===== config.mk =====
export PLATFORM = sky130hd
export DESIGN_NAME = scrolling_seven_segment_mux_driver_flat
export DESIGN_NICKNAME = d
export VERILOG_FILES = /design/src/hdl/ssmd_pkg.sv /design/src/hdl/ssmd_if.sv /design/src/hdl/scrolling_seven_segment_mux_driver.sv /design/src/hdl/ssmd_encode.sv /design/src/flat_wrapper.sv
export VERILOG_INCLUDE_DIRS = /design/src /design/src/hdl
export SDC_FILE = /design/constraint.sdc
export NUM_CORES = 1
export LEC_CHECK = 0
export ABC_AREA = 1
export BUFFER_PORTS_ARGS = -buffer_cell sky130_fd_sc_hd__buf_2
export CORE_MARGIN = 4
export CORE_UTILIZATION = 40
export CTS_CLUSTER_DIAMETER = 50
export DETAILED_ROUTE_END_ITERATION = 7
export GPL_TIMING_DRIVEN = 1
export PLACE_DENSITY = 0.62
export SLEW_MARGIN = 20
export SYNTH_ARGS = -nofsm -noshare
export SYNTH_HDL_FRONTEND = slang
export SYNTH_SLANG_ARGS = --single-unit

===== constraint.sdc =====
create_clock -name clk_i -period 9.52 [get_ports clk_i]
set_clock_uncertainty 0.2 [all_clocks]
set_input_delay 1.428 -clock clk_i [delete_from_list [all_inputs] [get_ports clk_i]]
set_output_delay 1.428 -clock clk_i [all_outputs]
set_load 0.02 [all_outputs]

===== src/hdl/assert_macros.svh =====
// Assertion macros shared by the RTL. Define NO_ASSERTIONS to compile them out.
`ifndef ASSERT_MACROS_SVH
`define ASSERT_MACROS_SVH

`ifndef NO_ASSERTIONS

// Same-cycle implication under the async active-low reset
`define ASSERT_IMPL(lbl, clk, rst_n, ante, cons) \
  lbl: assert property (@(posedge clk) disable iff (!rst_n) (ante) |-> (cons)) \
    else $error("implication check failed");

// Next-cycle implication under the async active-low reset
`define ASSERT_NEXT(lbl, clk, rst_n, ante, cons) \
  lbl: assert property (@(posedge clk) disable iff (!rst_n) (ante) |=> (cons)) \
    else $error("next-cycle check failed");

`else

`define ASSERT_IMPL(lbl, clk, rst_n, ante, cons)
`define ASSERT_NEXT(lbl, clk, rst_n, ante, cons)

`endif

`endif


===== src/hdl/ssmd_pkg.sv =====
// ----------------------------------------------------------------------------
// ssmd_pkg
// Constants, command codes, segment tables and shared types for the
// scrolling seven-segment display driver.
// ----------------------------------------------------------------------------
package ssmd_pkg;

  localparam int BufLen     = 16;
  localparam int DigitCount = 4;
  localparam int SlotTicks  = 100;

  localparam int BufAw    = $clog2(BufLen);
  localparam int DigW     = $clog2(DigitCount);
  localparam int SlotW    = 7;
  localparam int SegW     = 7;
  localparam int BrtW     = 7;
  localparam int WinSpan  = BufLen - DigitCount;

  localparam int KindW    = 4;
  localparam int PosW     = 4;
  localparam int CharW    = 8;
  localparam int DvalW    = 8;

  localparam int CfgIdxW  = 1;
  localparam int CfgDataW = 7;

  // command codes
  localparam logic [KindW-1:0] KIND_TICK     = 4'd0;
  localparam logic [KindW-1:0] KIND_ROT_TICK = 4'd1;
  localparam logic [KindW-1:0] KIND_WR_CHAR  = 4'd2;
  localparam logic [KindW-1:0] KIND_WR_DIGIT = 4'd3;
  localparam logic [KindW-1:0] KIND_CLEAR    = 4'd4;
  localparam logic [KindW-1:0] KIND_START    = 4'd5;
  localparam logic [KindW-1:0] KIND_LEFT     = 4'd6;
  localparam logic [KindW-1:0] KIND_RIGHT    = 4'd7;
  localparam logic [KindW-1:0] KIND_SET_WIN  = 4'd8;
  localparam logic [KindW-1:0] KIND_HL_SOFT  = 4'd9;
  localparam logic [KindW-1:0] KIND_HL_HARD  = 4'd10;
  localparam logic [KindW-1:0] KIND_HL_OFF   = 4'd11;

  // register indexes
  localparam logic [CfgIdxW-1:0] CFG_NOMINAL  = 1'd0;
  localparam logic [CfgIdxW-1:0] CFG_AUTO_ROT = 1'd1;

  localparam logic [BrtW-1:0] HighDuty     = 7'd100;
  localparam logic [BrtW-1:0] LowDuty      = 7'd10;
  localparam logic [BrtW-1:0] MinNominal   = 7'd10;
  localparam logic [BrtW-1:0] MaxNominal   = 7'd90;
  localparam logic [BrtW-1:0] ResetNominal = 7'd50;

  localparam logic [SegW-1:0] SegErr   = 7'h79;
  localparam logic [SegW-1:0] SegDash  = 7'h40;
  localparam logic [SegW-1:0] SegBlank = 7'h00;

  localparam logic [CharW-1:0] ChUpperA = 8'h41;
  localparam logic [CharW-1:0] ChUpperZ = 8'h5A;
  localparam logic [CharW-1:0] ChLowerA = 8'h61;
  localparam logic [CharW-1:0] ChLowerZ = 8'h7A;
  localparam logic [CharW-1:0] ChDash   = 8'h2D;
  localparam logic [CharW-1:0] ChSpace  = 8'h20;
  localparam logic [CharW-1:0] ChNul    = 8'h00;
  localparam logic [DvalW-1:0] DvalEnd  = 8'hFF;

  localparam logic [SegW-1:0] UpperTab [26] = '{
    7'h77, 7'h7C, 7'h39, 7'h5E, 7'h79, 7'h71, 7'h3D, 7'h76, 7'h30, 7'h1E, 7'h75, 7'h38, 7'h15,
    7'h37, 7'h3F, 7'h73, 7'h6B, 7'h33, 7'h6D, 7'h78, 7'h3E, 7'h3E, 7'h2A, 7'h76, 7'h6E, 7'h5B};
  localparam logic [SegW-1:0] LowerTab [26] = '{
    7'h5F, 7'h7C, 7'h58, 7'h5E, 7'h7B, 7'h71, 7'h6F, 7'h74, 7'h10, 7'h0C, 7'h75, 7'h30, 7'h14,
    7'h54, 7'h5C, 7'h73, 7'h67, 7'h50, 7'h6D, 7'h78, 7'h1C, 7'h1C, 7'h14, 7'h76, 7'h6E, 7'h5B};
  localparam logic [SegW-1:0] NumTab [10] = '{
    7'h3F, 7'h06, 7'h5B, 7'h4F, 7'h66, 7'h6D, 7'h7D, 7'h07, 7'h7F, 7'h6F};

  // stored entry: end marker flag plus segment lines
  typedef struct packed {
    logic            end_mark;
    logic [SegW-1:0] seg;
  } pat_t;

  typedef logic [BufLen-1:0] flag_vec_t;

  // window starting at start fits and its last digit is not the end marker
  function automatic logic win_ok(logic [BufAw:0] start, flag_vec_t end_vec);
    logic [BufAw:0] last;
    last = start + (BufAw+1)'(DigitCount - 1);
    if (start > (BufAw+1)'(WinSpan)) return 1'b0;
    return !end_vec[last[BufAw-1:0]];
  endfunction

endpackage


===== src/hdl/ssmd_if.sv =====
// ----------------------------------------------------------------------------
// ssmd_if
// Valid/ready channels for command beats and display result beats.
// ----------------------------------------------------------------------------
interface ssmd_in_if;
  import ssmd_pkg::*;
  logic             valid;
  logic             ready;
  logic [KindW-1:0] kind;
  logic [PosW-1:0]  position;
  logic [CharW-1:0] char_code;
  logic [DvalW-1:0] digit_value;

  modport source (output valid, kind, position, char_code, digit_value, input ready);
  modport sink   (input valid, kind, position, char_code, digit_value, output ready);
endinterface

interface ssmd_out_if;
  import ssmd_pkg::*;
  logic             valid;
  logic             ready;
  logic [DigW-1:0]  active_digit;
  logic [SegW-1:0]  segments;
  logic [BufAw-1:0] window_start;
  logic             rotating;

  modport source (output valid, active_digit, segments, window_start, rotating, input ready);
  modport sink   (input valid, active_digit, segments, window_start, rotating, output ready);
endinterface


===== src/hdl/scrolling_seven_segment_mux_driver.sv =====
// ----------------------------------------------------------------------------
// scrolling_seven_segment_mux_driver
// Four-digit multiplexed seven-segment driver with a scrolling text window.
// ----------------------------------------------------------------------------
// Latency: a result beat is valid the cycle after its command beat is taken.
// Throughput: one command per cycle; the single output register holds one
// result and a new command is taken whenever that register is empty or empties that cycle.
// Reset (async, active low): empty buffer, brightness 50, window/scan/slot 0,
// rotation stopped, auto rotation enabled, no result pending.
`include "assert_macros.svh"

module scrolling_seven_segment_mux_driver (
  input  logic                          clk_i,
  input  logic                          rst_ni,
  ssmd_in_if.sink                       in_i,
  ssmd_out_if.source                    out_o,
  input  logic                          cfg_we_i,
  input  logic [ssmd_pkg::CfgIdxW-1:0]  cfg_idx_i,
  input  logic [ssmd_pkg::CfgDataW-1:0] cfg_data_i
);
  import ssmd_pkg::*;

  // buffer state: end flags reset to all set, patterns need no reset
  flag_vec_t       end_q, end_d;
  logic [SegW-1:0] seg_q [BufLen];
  logic [SegW-1:0] seg_d [BufLen];
  // brightness is base level unless the entry's high bit is set
  flag_vec_t       hi_q, hi_d;
  logic [BrtW-1:0] base_q, base_d;

  logic [BrtW-1:0]  nominal_q;
  logic             auto_rot_q;
  logic [BufAw-1:0] win_q, win_d;
  logic [DigW-1:0]  scan_q, scan_d;
  logic [SlotW-1:0] slot_q, slot_d;
  logic             rot_q, rot_d;

  logic             out_valid_q;
  logic [DigW-1:0]  out_dig_q;
  logic [SegW-1:0]  out_seg_q, out_seg_d;
  logic [BufAw-1:0] out_win_q;
  logic             out_rot_q;

  pat_t             pat;
  logic             in_acc;
  logic             halt_kind;
  logic             pos_ok;
  logic [BufAw-1:0] win_base;
  logic [BufAw:0]   win_inc;
  logic [BufAw:0]   win_last;
  logic [BufAw:0]   idx;
  logic [BrtW-1:0]  brt;

  ssmd_encode u_encode (
    .kind_i        (in_i.kind),
    .char_code_i   (in_i.char_code),
    .digit_value_i (in_i.digit_value),
    .pat_o         (pat)
  );

  assign in_i.ready = !out_valid_q || out_o.ready;
  assign in_acc     = in_i.valid && in_i.ready;

  always_comb begin
    end_d  = end_q;
    seg_d  = seg_q;
    hi_d   = hi_q;
    base_d = base_q;
    scan_d = scan_q;
    slot_d = slot_q;

    pos_ok = (BufAw+1)'(in_i.position) < (BufAw+1)'(BufLen);

    // writes, clear and scrolling stop an active rotation and home the window
    halt_kind = (in_i.kind == KIND_WR_CHAR) || (in_i.kind == KIND_WR_DIGIT) ||
                (in_i.kind == KIND_CLEAR) || (in_i.kind == KIND_LEFT) ||
                (in_i.kind == KIND_RIGHT);
    win_base  = (halt_kind && rot_q) ? '0 : win_q;
    rot_d     = halt_kind ? 1'b0 : rot_q;
    win_d     = win_base;
    win_inc   = (BufAw+1)'(win_base) + (BufAw+1)'(1);
    win_last  = (BufAw+1)'(win_base) + (BufAw+1)'(DigitCount - 1);

    case (in_i.kind)
      KIND_TICK: begin
        if (slot_q == SlotW'(SlotTicks - 1)) begin
          slot_d = '0;
          scan_d = (scan_q == DigW'(DigitCount - 1)) ? '0 : scan_q + 1'b1;
        end else begin
          slot_d = slot_q + 1'b1;
        end
      end
      KIND_ROT_TICK: begin
        if (rot_q) begin
          win_d = win_ok(win_inc, end_q) ? win_inc[BufAw-1:0] : '0;
        end
      end
      KIND_WR_CHAR, KIND_WR_DIGIT: begin
        if (pos_ok) begin
          end_d[in_i.position] = pat.end_mark;
          seg_d[in_i.position] = pat.seg;
        end
      end
      KIND_CLEAR: begin
        base_d = nominal_q;
        hi_d   = '0;
        end_d  = '1;
      end
      KIND_START: begin
        if (auto_rot_q) rot_d = 1'b1;
      end
      KIND_LEFT: begin
        if (win_base != '0) win_d = win_base - 1'b1;
      end
      KIND_RIGHT: begin
        if ((BufAw+1)'(win_base) < (BufAw+1)'(WinSpan) && !end_q[win_last[BufAw-1:0]]) begin
          win_d = win_inc[BufAw-1:0];
        end
      end
      KIND_SET_WIN: begin
        if (win_ok((BufAw+1)'(in_i.position), end_q)) win_d = in_i.position;
      end
      KIND_HL_SOFT: begin
        if (pos_ok) hi_d[in_i.position] = 1'b1;
      end
      KIND_HL_HARD: begin
        base_d = LowDuty;
        hi_d   = '0;
        if (pos_ok) hi_d[in_i.position] = 1'b1;
      end
      KIND_HL_OFF: begin
        base_d = nominal_q;
        hi_d   = '0;
      end
      default: ;
    endcase

    // result reflects the state after this beat's update
    idx       = (BufAw+1)'(win_d) + (BufAw+1)'(scan_d);
    brt       = hi_d[idx[BufAw-1:0]] ? HighDuty : base_d;
    out_seg_d = '0;
    if (idx < (BufAw+1)'(BufLen) && !end_d[idx[BufAw-1:0]] && slot_d < brt) begin
      out_seg_d = seg_d[idx[BufAw-1:0]];
    end
  end

  always_ff @(posedge clk_i or negedge rst_ni) begin
    if (!rst_ni) begin
      end_q       <= '1;
      hi_q        <= '0;
      base_q      <= ResetNominal;
      nominal_q   <= ResetNominal;
      auto_rot_q  <= 1'b1;
      win_q       <= '0;
      scan_q      <= '0;
      slot_q      <= '0;
      rot_q       <= 1'b0;
      out_valid_q <= 1'b0;
    end else begin
      if (in_acc) begin
        end_q  <= end_d;
        hi_q   <= hi_d;
        base_q <= base_d;
        win_q  <= win_d;
        scan_q <= scan_d;
        slot_q <= slot_d;
        rot_q  <= rot_d;
      end
      if (in_acc) begin
        out_valid_q <= 1'b1;
      end else if (out_o.ready) begin
        out_valid_q <= 1'b0;
      end
      if (cfg_we_i) begin
        case (cfg_idx_i)
          CFG_NOMINAL: begin
            if (cfg_data_i >= MinNominal && cfg_data_i <= MaxNominal) begin
              nominal_q <= cfg_data_i;
              base_q    <= cfg_data_i;
              hi_q      <= '0;
            end
          end
          CFG_AUTO_ROT: auto_rot_q <= cfg_data_i[0];
          default: ;
        endcase
      end
    end
  end

  always_ff @(posedge clk_i) begin
    if (in_acc) begin
      seg_q     <= seg_d;
      out_dig_q <= scan_d;
      out_seg_q <= out_seg_d;
      out_win_q <= win_d;
      out_rot_q <= rot_d;
    end
  end

  assign out_o.valid        = out_valid_q;
  assign out_o.active_digit = out_dig_q;
  assign out_o.segments     = out_seg_q;
  assign out_o.window_start = out_win_q;
  assign out_o.rotating     = out_rot_q;

  // a right scroll that stops rotation may step the homed window once
  `ASSERT_NEXT(a_result_follows_beat, clk_i, rst_ni, in_acc, out_valid_q)
  `ASSERT_IMPL(a_window_in_span, clk_i, rst_ni, 1'b1, win_q <= BufAw'(WinSpan))
  `ASSERT_IMPL(a_stop_homes_window, clk_i, rst_ni, $fell(rot_q), win_q <= BufAw'(1))
  `ASSERT_IMPL(a_slot_in_range, clk_i, rst_ni, 1'b1, slot_q < SlotW'(SlotTicks))

endmodule


===== src/hdl/ssmd_encode.sv =====
// ----------------------------------------------------------------------------
// ssmd_encode
// Maps an ASCII code or a decimal digit to a stored segment pattern.
// ----------------------------------------------------------------------------
module ssmd_encode (
  input  logic [ssmd_pkg::KindW-1:0] kind_i,
  input  logic [ssmd_pkg::CharW-1:0] char_code_i,
  input  logic [ssmd_pkg::DvalW-1:0] digit_value_i,
  output ssmd_pkg::pat_t             pat_o
);
  import ssmd_pkg::*;

  pat_t             char_pat;
  pat_t             num_pat;
  logic [CharW-1:0] up_off;
  logic [CharW-1:0] lo_off;

  always_comb begin
    up_off = char_code_i - ChUpperA;
    lo_off = char_code_i - ChLowerA;
    if (char_code_i >= ChUpperA && char_code_i <= ChUpperZ) begin
      char_pat = '{end_mark: 1'b0, seg: UpperTab[up_off[4:0]]};
    end else if (char_code_i >= ChLowerA && char_code_i <= ChLowerZ) begin
      char_pat = '{end_mark: 1'b0, seg: LowerTab[lo_off[4:0]]};
    end else if (char_code_i == ChDash) begin
      char_pat = '{end_mark: 1'b0, seg: SegDash};
    end else if (char_code_i == ChSpace) begin
      char_pat = '{end_mark: 1'b0, seg: SegBlank};
    end else if (char_code_i == ChNul) begin
      char_pat = '{end_mark: 1'b1, seg: SegBlank};
    end else begin
      char_pat = '{end_mark: 1'b0, seg: SegErr};
    end

    if (digit_value_i < DvalW'(10)) begin
      num_pat = '{end_mark: 1'b0, seg: NumTab[digit_value_i[3:0]]};
    end else if (digit_value_i == DvalEnd) begin
      num_pat = '{end_mark: 1'b1, seg: SegBlank};
    end else begin
      num_pat = '{end_mark: 1'b0, seg: SegErr};
    end

    pat_o = (kind_i == KIND_WR_DIGIT) ? num_pat : char_pat;
  end

endmodule


===== src/flat_wrapper.sv =====
// flat-port wrapper written by rule: the top's interface ports become plain ports
module scrolling_seven_segment_mux_driver_flat import ssmd_pkg::*;
  (clk_i, rst_ni, cfg_we_i, cfg_idx_i, cfg_data_i, in_i_valid, in_i_kind, in_i_position, in_i_char_code, in_i_digit_value, in_i_ready, out_o_valid, out_o_active_digit, out_o_segments, out_o_window_start, out_o_rotating, out_o_ready);
  ssmd_in_if in_i_i ();
  ssmd_out_if out_o_i ();
  input  logic clk_i;
  input  logic rst_ni;
  input  logic cfg_we_i;
  input  logic [ssmd_pkg::CfgIdxW-1:0] cfg_idx_i;
  input  logic [ssmd_pkg::CfgDataW-1:0] cfg_data_i;
  input wire logic [$bits(in_i_i.valid)-1:0] in_i_valid;
  input wire logic [$bits(in_i_i.kind)-1:0] in_i_kind;
  input wire logic [$bits(in_i_i.position)-1:0] in_i_position;
  input wire logic [$bits(in_i_i.char_code)-1:0] in_i_char_code;
  input wire logic [$bits(in_i_i.digit_value)-1:0] in_i_digit_value;
  output wire logic [$bits(in_i_i.ready)-1:0] in_i_ready;
  output wire logic [$bits(out_o_i.valid)-1:0] out_o_valid;
  output wire logic [$bits(out_o_i.active_digit)-1:0] out_o_active_digit;
  output wire logic [$bits(out_o_i.segments)-1:0] out_o_segments;
  output wire logic [$bits(out_o_i.window_start)-1:0] out_o_window_start;
  output wire logic [$bits(out_o_i.rotating)-1:0] out_o_rotating;
  input wire logic [$bits(out_o_i.ready)-1:0] out_o_ready;
  assign in_i_i.valid = in_i_valid;
  assign in_i_i.kind = in_i_kind;
  assign in_i_i.position = in_i_position;
  assign in_i_i.char_code = in_i_char_code;
  assign in_i_i.digit_value = in_i_digit_value;
  assign in_i_ready = in_i_i.ready;
  assign out_o_valid = out_o_i.valid;
  assign out_o_active_digit = out_o_i.active_digit;
  assign out_o_segments = out_o_i.segments;
  assign out_o_window_start = out_o_i.window_start;
  assign out_o_rotating = out_o_i.rotating;
  assign out_o_i.ready = out_o_ready;
  scrolling_seven_segment_mux_driver u_core (.clk_i(clk_i), .rst_ni(rst_ni), .in_i(in_i_i), .out_o(out_o_i), .cfg_we_i(cfg_we_i), .cfg_idx_i(cfg_idx_i), .cfg_data_i(cfg_data_i));
endmodule

; ---- Word-level counts from Yosys, hierarchy flattened
; Memory sizes are Yosys's and may differ from the RTL's.
; Index checks and enable logic that the tools add are counted.
[op_classes]
add_sub_neg = 10
reduce_logical = 28
order_cmp = 24
n_mux = 75
n_eq_ne = 16
n_bitwise = 7
[ops]
columns = operator, n
row1 = bitwise mux 112 bit, 1
row2 = two-way mux 112 bit, 1
row3 = two-way mux 7 bit, 16
row4 = two-way mux 16 bit, 4
row5 = two-way mux 8 bit, 8
row6 = one-hot mux 16 bit (3 select lines), 1
row7 = one-hot mux 16 bit (2 select lines), 1
row8 = binary-select mux 7 bit (select 4 bit), 1
row9 = demux 7 bit (select 4 bit), 1
row10 = < comparator 4 x 5 -> 1 bit (second input constant), 5
row11 = two-way mux 4 bit, 6
row12 = two-way mux 1 bit, 23
row13 = binary-select mux 1 bit (select 4 bit), 5
row14 = bitwise mux 16 bit, 1
row15 = == test 4 x 3 -> 1 bit (second input constant), 4
row16 = == test 4 bit (second input constant), 4
row17 = == test 8 x 6 -> 1 bit (second input constant), 2
row18 = >= comparator 8 x 7 -> 1 bit (second input constant), 2
row19 = less-or-equal comparator 8 x 7 -> 1 bit (second input constant), 2
row20 = bitwise OR 16 bit, 1
row21 = one-hot mux 4 bit (4 select lines), 1
row22 = >= comparator 5 bit (second input constant), 3
row23 = NOT 4 -> 5 bit, 3
row24 = one-hot mux 7 bit (2 select lines), 1
row25 = 37 further kinds, 63
[totals]
wordCells = 193
output_inout_bits = 16
register_bits = 188
inputBits = 37
memories = 3
romBits = 560
[memory_table]
columns = name, depth, word_bits, rd, rd_ports_with_merged_regs, write_ports, line
row1 = (no name shown), 32, 7, 1, 0, 0, ssmd_encode.sv:24  ; char_pat = '{end_mark: 1'b0, seg: LowerTab[lo_off[4:0]]};
row2 = (no name shown), 32, 7, 1, 0, 0, ssmd_encode.sv:22  ; char_pat = '{end_mark: 1'b0, seg: UpperTab[up_off[4:0]]};
row3 = (no name shown), 16, 7, 1, 0, 0, ssmd_encode.sv:36  ; num_pat = '{end_mark: 1'b0, seg: NumTab[digit_value_i[3:0]]};

; ---- Longest topological paths before layout
; Gate-level depths: netlist of run 1.
[logic_depth]
ltp_word = 24
depth_mapped = 41
ltp_nobuf = 39

; ---- By module
; From an unflattened synthesis of run 1, not the netlist that was laid out.
[unflattened]
hier_cells = 1646
hier_area_um2 = 12375.6
[by_module_without_submodules]
columns = module, seq_area_each_um2, n_inst, cells_per_inst, area_per_inst_um2
row1 = scrolling_seven_segment_mux_driver, 5363.9, 1, 1392, 11124.4
row2 = ssmd_encode, 0.0, 1, 254, 1251.2

; ---- Worst setup path before layout of run 1
; Ideal clock, no wire load.
[synth_timing]
path_kind = input port to flip-flop
startpoint = input in_i_kind[2]
endpoint = register u_core.out_seg_q[0], in the netlist u_core.out_o.segments[0] (data pin)
n_path_buf = 2
path_slack_ps = 2817
required_time_ps = 9184
arrival_time_ps = 6367
path_stages = 39
path_cell_list = nor2_1 nand2_1 nand2_2 nand2_4 nand2_2 buf_2 inv_1 ha_1 inv_1 nand3_1 nand3_1 nand3_1 nand2_1 inv_1 nand2_1 nand3_1 o21ai_0 o211ai_1 [3 not listed] fa_1 inv_1 clkbuf_1 nand3_1 o21ai_0 nand3_1 nand3_2 nand2_1 inv_1 nand2_1 ha_1 a21oi_1 o21ai_0 a31oi_1 nand2_1 nor2_2 nand2_4 nor2_2
[synth_between]
elab_chain_len = 24
[synth_lines]
columns = element, line
row1 = "start, declared", flat_wrapper.sv:12  ; input wire logic [$bits(in_i_i.kind)-1:0] in_i_kind;
row2 = == test 4 x 2 -> 1 bit, scrolling_seven_segment_mux_driver.sv:75  ; halt_kind = (in_i.kind == KIND_WR_CHAR) || (in_i.kind == KIND_WR_DIGIT) ||
row3 = logical OR 1 bit (2 in series), scrolling_seven_segment_mux_driver.sv:75
row4 = logical OR 1 bit (2 in series), scrolling_seven_segment_mux_driver.sv:76  ; (in_i.kind == KIND_CLEAR) || (in_i.kind == KIND_LEFT) ||
row5 = logical AND 1 bit, scrolling_seven_segment_mux_driver.sv:78  ; win_base = (halt_kind && rot_q) ? '0 : win_q;
row6 = two-way mux 4 bit, scrolling_seven_segment_mux_driver.sv:78
row7 = adder 4 x 1 -> 5 bit, scrolling_seven_segment_mux_driver.sv:81  ; win_inc = (BufAw+1)'(win_base) + (BufAw+1)'(1);
row8 = adder 4 x 2 -> 4 bit / > comparator 5 x 4 -> 1 bit (equally long branches), "ssmd_pkg.sv:84, ssmd_pkg.sv:85"
row9 = binary-select mux 1 bit (select 4 bit) / two-way mux 1 bit (equally long branches), "ssmd_pkg.sv:86, ssmd_pkg.sv:85"
row10 = [7 not listed], --
row11 = one-hot mux 4 bit (4 select lines) (*), scrolling_seven_segment_mux_driver.sv:84  ; case (in_i.kind)
row12 = via u_core.win_d[0], scrolling_seven_segment_mux_driver.sv:33  ; logic [BufAw-1:0] win_q, win_d;
row13 = adder 4 x 2 -> 5 bit (*), scrolling_seven_segment_mux_driver.sv:139  ; idx = (BufAw+1)'(win_d) + (BufAw+1)'(scan_d);
row14 = binary-select mux 1 bit (select 4 bit) (on tied branches), "scrolling_seven_segment_mux_driver.sv:140, scrolling_seven_segment_mux_driver.sv:142"
row15 = two-way mux 1 bit (on tied branches), "scrolling_seven_segment_mux_driver.sv:140, scrolling_seven_segment_mux_driver.sv:142"
row16 = two-way mux 7 bit / zero test 1 bit (equally long branches), "scrolling_seven_segment_mux_driver.sv:140, scrolling_seven_segment_mux_driver.sv:142"
row17 = < comparator 7 bit / logical AND 1 bit (equally long branches), scrolling_seven_segment_mux_driver.sv:142  ; if (idx < (BufAw+1)'(BufLen) && !end_d[idx[BufAw-1:0]] && slot_d < brt) begin
row18 = logical AND 1 bit, scrolling_seven_segment_mux_driver.sv:142
row19 = "end signal, assigned", scrolling_seven_segment_mux_driver.sv:194  ; out_seg_q <= out_seg_d;
row20 = "end, declared", scrolling_seven_segment_mux_driver.sv:40  ; logic [SegW-1:0] out_seg_q, out_seg_d;
; Mark *: on every way through the listed nets, which the timed path passes. The rest lies on a longest branch. The select of a mux whose other input is x is not followed.
; A chain may end at the register's enable or synchronous reset.

; ---- Worst setup path in the final report of run 1
; Same ends and word-level chain as after synthesis.

==> impl_metrics.env, run 1 <==
export IMPL_path_class="input pin to register"
export IMPL_dpl_cell_count=2143
export IMPL_fp_row_count=65
export IMPL_fin_setup_tns_ps=0
export IMPL_tightest_slew_ps=1070
export IMPL_drv_slew=0
export IMPL_syn_nets=1839
export IMPL_dr_pass1_iters=6
export IMPL_drive_above_1_share_pct=10.5
export IMPL_ys_types=52
export IMPL_switching_share_pct=40.5
export IMPL_post_route_cell_area_sq_mm=0.0140
export IMPL_die_h_um=188
export IMPL_grt_pass1_wl_um=58900
export IMPL_pwr_share_comb_pct=36.9
export IMPL_p_seq_share_pct=37.7
export IMPL_clkPwrFrac_pct=25.3
export IMPL_critPathRequiredTime_ps=9630
export IMPL_syn_to_final_growth_pct=8.19
export IMPL_fin_crit_ps=7800
export IMPL_place_congestion=0.896
export IMPL_finalNetCount=1834
export IMPL_hold_depth=2
export IMPL_grt_setup_unrepaired="no"
export IMPL_start_util_pct=40.7
export IMPL_grt_pass1_vias=11000
export IMPL_postCtsResizedCells=0
export IMPL_grt_overflow=0
export IMPL_ant_nets=0
export IMPL_setup_viol=0
export IMPL_grt_max_degree=126
export IMPL_reg2reg_depth=31
export IMPL_r2r_end="u_core.out_o.segments[0]"
export IMPL_root_buffer="clkbuf_16"
export IMPL_dieArea_sq_mm=0.0352
export IMPL_hpwl_um=25200
export IMPL_layoutNonFillerInstCount=2175
export IMPL_status="completed"
export IMPL_io_pins=53
export IMPL_p_leak_nw=6.04
export IMPL_die_w_um=188
export IMPL_period_share_pct=81.9
export IMPL_synth_area_sq_mm=0.0129
export IMPL_drt_iter0_drc=991
export IMPL_fillCellCount=3231
export IMPL_async_reset_ff_share_pct=33.0
export IMPL_clock_sinks=188
export IMPL_port_buffers=52
export IMPL_cpMostUsedCell="nand2_1"
export IMPL_power_density_mw_per_mm2=205
export IMPL_synth_edff_count=126
export IMPL_final_common_cell="nand2_1"
export IMPL_synth_seq_cells=188
export IMPL_routedWlPerCell_um=16.8
export IMPL_timing_critical_path_to_type="register"
export IMPL_critPathSlowestCell="buf_4"
export IMPL_vias=11700
export IMPL_yosys_area_top_type="edfxtp_1"
export IMPL_synth_warnings=0
export IMPL_r2r_slack_ps=2860
export IMPL_min_to="u_core.nominal_q[5]"
export IMPL_synth_ff_type="edfxtp_1"
export IMPL_diodes=0
export IMPL_synth_top_area_share_pct=29.3
export IMPL_hold_viol=0
export IMPL_p_sw_mw=1.16
export IMPL_antenna_found_initial=0
export IMPL_path_clk_slew_ps=80
export IMPL_clockBufferDepth=2
export IMPL_postPlaceCellArea_sq_mm=0.0134
export IMPL_gr_usage_all_layers_pct=20.5
export IMPL_vdd_ir_drop_max_v=0.000135
export IMPL_final_cell_mix="350 x nand2_1, 287 x o21ai_0, 274 x inv_1"
export IMPL_drc=0
export IMPL_htreeDepth=4
export IMPL_fmax_mhz=128
export IMPL_synthCells=1765
export IMPL_start_kind="input pin"
export IMPL_vias_per_cell=5.38
export IMPL_ctsHoldBuffers=0
export IMPL_synth_area_top_cells="edfxtp_1 29%, o21ai_0 11%, nand2_1 10%"
export IMPL_hold_path_class="register to register"
export IMPL_maxSlewHeadroom_pct=28.2
export IMPL_timing_max_cap_violations=0
export IMPL_crit_path_max_incr_delay_ps=670
export IMPL_hp_start="u_core.nominal_q[5]"
export IMPL_cp_max_fo=89
export IMPL_clk_latency_ps=450
export IMPL_core_sq_mm=0.0317
export IMPL_intPower_mw=1.71
export IMPL_syn_avg_cell_area_sq_um=7.32
export IMPL_cp_arrival_ps=7910
export IMPL_finalWirelength_um=36600
export IMPL_cts_tree="built"
export IMPL_r2r_start="u_core.win_q[0]"
export IMPL_cts_setup_buffers=0
export IMPL_cts_made_buffers=17
export IMPL_ys_seq_area_share_pct=41.5
==> flip-flops by register name, indices dropped and copies added (netlist names) <==
signal                     flops
u_core.slot_q                  7
u_core.scan_q                  2
u_core.out_o.rotating          1
u_core.base_q                  7
u_core.out_o.window_start      4
u_core.auto_rot_q              1
u_core.win_q                   4
u_core.nominal_q               7
u_core.out_o.valid             1
u_core.end_q                  16
u_core.rot_q                   1
u_core.out_o.segments          7
u_core.out_o.active_digit      2
u_core.hi_q                   16
u_core.seg_q                 112
==> how the worst max path moves through the flow <==
stage                            start                       end
after detailed placement  in_i_kind[2]  u_core.out_o.segments[0]
after floorplan           in_i_kind[2]  u_core.out_o.segments[0]
after global routing      in_i_kind[2]  u_core.out_o.segments[5]
after global placement    in_i_kind[2]  u_core.out_o.segments[5]
after CTS                 in_i_kind[2]  u_core.out_o.segments[0]
final                     in_i_kind[2]  u_core.out_o.segments[0]
==> cells in the mapped netlist (14+ instances only) <==
cell type  instances
dfrtp_1           39
inv_1            274
or2_2             15
buf_2             14
nand2_1          350
edfxtp_1         126
ha_1              36
inv_2             14
o211ai_1          28
dfstp_2           23
a21oi_1          110
clkbuf_1          58
nor2_1           123
nand3_1          111
o22ai_1           19
o21ai_0          288
==> cell families (layout without fill, tap and decap cells) <==
family                     Yosys count  after routing  share of synthesized area, %
adders and majority gates           37             37                          3.64
DFF                                188            188                          41.5
AOI/OAI and AO/OA                  503            503                          21.2
xor gates and xnor gates             4              4                         0.329
buffers and inverters              379            387                          11.5
and+or+nand+nor                    653            653                          21.8
muxes                                1              1                        0.0775
==> worst max-delay path: cells and delay by family <==
| kind | cells | cell delay (ps) |
|---|---|---|
| buffers and inverters | 8 | 1630 |
| AO/OA/AOI/OAI | 7 | 1340 |
| adder cells (fa/ha/maj) | 3 | 1020 |
| AND/OR/NAND/NOR | 20 | 2460 |
==> final cells by class <==
class | instances | area, sq um | share of cell area, %
Timing Repair Buffer | 63 | 343 | 2.45
Tap cell | 402 | 503 | 3.60
Sequential cell | 188 | 5360 | 38.4
Clock inverter | 14 | 144 | 1.03
Clock buffer | 18 | 450 | 3.22
Inverter | 292 | 1100 | 7.88
Multi-Input combinational cell | 1198 | 6080 | 43.5
==> through the flow <==
step	worst slack [ps]	hold WS [ps]	total power [mW]	utilization [%]
floorplan	2820	251	1.85	-
global placement	1640	263	2.13	42.2
detailed placement	1380	268	2.15	42.2
CTS	1850	279	2.88	44.1
global route	1100	306	3.06	44.1
finish	1720	280	2.87	44.1
==> per-layer routing <==
layer	GRT usage (%)	share of wire [%]
met1	27.8	46
met2	34.4	47
met3	3.28	5.0
met4	5.59	1.9
met5	0	0
==> power groups by stage <==
stage	Sequential (mW)	Combinational [mW]	Clock, mW
after floorplan	1.09	0.759	0
after global placement	1.10	1.04	0
after detailed placement	1.10	1.05	0
after CTS	1.08	1.06	0.745
after global routing	1.09	1.19	0.772
final	1.08	1.06	0.727
Note: power is estimated with default switching activity, not from simulation.
==> run 2, diff against run 1 <==
==> constraint.sdc (replaced) <==
create_clock -name clk_i -period 7.7 [get_ports clk_i]
set_clock_uncertainty 0.2 [all_clocks]
set_input_delay 1.155 -clock clk_i [delete_from_list [all_inputs] [get_ports clk_i]]
set_output_delay 1.155 -clock clk_i [all_outputs]
set_load 0.02 [all_outputs]
==> run 2 against run 1 <==
Non-clock buffer count up 5. Core utilization increased by 0.22 points. Setup slack got worse by 940 ps. Die area is the same. Register-to-register slack worse by 1500 ps. Power grew 26%. Routed wire length up 0.45%. Global-route usage about the same. Flip-flop and latch count stayed put. Critical path type unchanged. Highest routed layer unchanged.
==> impl_metrics.env, run 2 (same netlist as run 1, synthesis figures left out) <==
export IMPL_fmax_mhz=144
export IMPL_r2r_end="u_core.out_o.segments[5]"
export IMPL_p_leak_nw=6.08
export IMPL_ant_nets=0
export IMPL_crit_path_max_incr_delay_ps=440
export IMPL_place_congestion=0.901
export IMPL_finalWirelength_um=36700
export IMPL_drive_above_1_share_pct=10.9
export IMPL_cp_max_fo=22
export IMPL_start_kind="input pin"
export IMPL_status="completed"
export IMPL_clock_sinks=188
export IMPL_maxSlewHeadroom_pct=30.2
export IMPL_die_w_um=188
export IMPL_cts_made_buffers=17
export IMPL_syn_to_final_growth_pct=8.72
export IMPL_critPathRequiredTime_ps=7810
export IMPL_grt_pass1_vias=11100
export IMPL_cts_tree="built"
export IMPL_timing_max_cap_violations=0
export IMPL_p_total_mw=3.60
export IMPL_largest_reg_flops=112
export IMPL_diodes=0
export IMPL_root_buffer="clkbuf_16"
export IMPL_antenna_found_initial=0
export IMPL_reg2reg_depth=35
export IMPL_top_register="u_core.seg_q"
export IMPL_hold_path_class="register to register"
export IMPL_vias=11600
export IMPL_hold_viol=0
export IMPL_vias_per_cell=5.33
export IMPL_finalNetCount=1839
export IMPL_cp_arrival_ps=7030
export IMPL_path_clk_slew_ps=80
export IMPL_port_buffers=52
export IMPL_core_sq_mm=0.0317
export IMPL_fp_row_count=65
export IMPL_post_route_cell_area_sq_mm=0.0140
export IMPL_setup_viol=0
export IMPL_path_class="input pin to register"
export IMPL_drv_slew=0
export IMPL_tightest_slew_ps=1040
export IMPL_r2r_slack_ps=1400
export IMPL_min_to="u_core.nominal_q[4]"
export IMPL_grt_overflow=0
export IMPL_grt_pass1_wl_um=59500
export IMPL_htreeDepth=4
export IMPL_dieArea_sq_mm=0.0352
export IMPL_hold_depth=2
export IMPL_reg_top3="u_core.seg_q: 112 flops, u_core.end_q: 16 flops, u_core.hi_q: 16 flops"
export IMPL_period_share_pct=89.9
export IMPL_vdd_ir_drop_max_v=0.000172
export IMPL_fin_setup_tns_ps=0
export IMPL_fin_crit_ps=6920
export IMPL_dr_pass1_iters=6
export IMPL_critPathSlowestCell="fa_2"
export IMPL_drt_iter0_drc=1058
export IMPL_postPlaceCellArea_sq_mm=0.0134
export IMPL_gr_usage_all_layers_pct=20.6
export IMPL_cpMostUsedCell="nand2_1"
export IMPL_hpwl_um=25500
export IMPL_routedWlPerCell_um=16.8
export IMPL_grt_max_degree=111
export IMPL_r2r_start="u_core.rot_q"
export IMPL_grt_setup_unrepaired="no"
export IMPL_hold_ws_ps=283
export IMPL_start_util_pct=40.7
export IMPL_die_h_um=188
export IMPL_drc=0
export IMPL_cts_setup_buffers=0
export IMPL_final_cell_mix="350 x nand2_1, 287 x o21ai_0, 274 x inv_1"
export IMPL_clockBufferDepth=2
export IMPL_power_density_mw_per_mm2=256
export IMPL_clk_latency_ps=450
export IMPL_io_pins=53
export IMPL_timing_critical_path_to_type="register"
export IMPL_final_common_cell="nand2_1"
export IMPL_hp_start="u_core.nominal_q[4]"
run 2: worst max path at each step:
stage / startpoint / to / slack, ps / cells after the start
global placement: in_i_kind[2] / u_core.out_o.segments[5] / 420 / 40
global route: in_i_kind[2] / u_core.out_o.segments[5] / 30 / 38
floorplan: in_i_kind[2] / u_core.out_o.segments[0] / 1270 / 39
finish: in_i_kind[2] / u_core.out_o.segments[5] / 780 / 39
detailed placement: in_i_kind[2] / u_core.out_o.segments[3] / 200 / 39
CTS: in_i_kind[2] / u_core.out_o.segments[4] / 690 / 39
run 2: layer usage:
| layer | wire [um] | vias to the layer above | GRT usage, % |
|---|---|---|---|
| met3 | 1670 | 27 | 2.87 |
| met1 | 17200 | 5448 | 29.0 |
| met5 | 0 | - | 0 |
| li1 | - | 5861 | - |
| met2 | 17400 | 276 | 34.5 |
| met4 | 365 | 0 | 3.56 |
run 2: final cells by class:
cell class              count  area, sq um
clock buffers              17          425
flip-flops and latches    188         5360
multi-input cells        1198         6080
fillers                  3182        17700
inverters                 292         1100
repair buffers             68          380
clock inverters            15          191
well taps                 402          503
run 2: critical path, delay by kind of cell:
kind | cells | cell delay (ps)
adders and majority gates | 4 | 1400
and+or+nand+nor | 19 | 2060
AOI/OAI and AO/OA | 8 | 1360
buffers and inverters | 8 | 1020
run 2: repair_timing:
item | CTS | global route
hold buffers | 0 | 0
gates resized for setup | 0 | 1
endpoints found under the hold margin | 0 | 0
setup endpoints to repair | 0 | 7
run 2: where the power goes:
| group | internal (mW) | leakage [nW] | switching [mW] |
|---|---|---|---|
| Combinational | 0.410 | 3.85 | 0.909 |
| Sequential | 1.26 | 1.93 | 0.0802 |
| Clock | 0.498 | 0.297 | 0.448 |
| Total | 2.16 | 6.08 | 1.44 |
run 2: per-stage QoR:
stage / utilization (%) / worst slack, ps / instances
after floorplan: - / 1270 / 1765
after global placement: 42.3 / 421 / 2148
after detailed placement: 42.3 / 200 / 2148
after CTS: 44.3 / 692 / 2180
after global routing: 44.3 / 29.1 / 2180
final: 44.3 / 779 / 2180
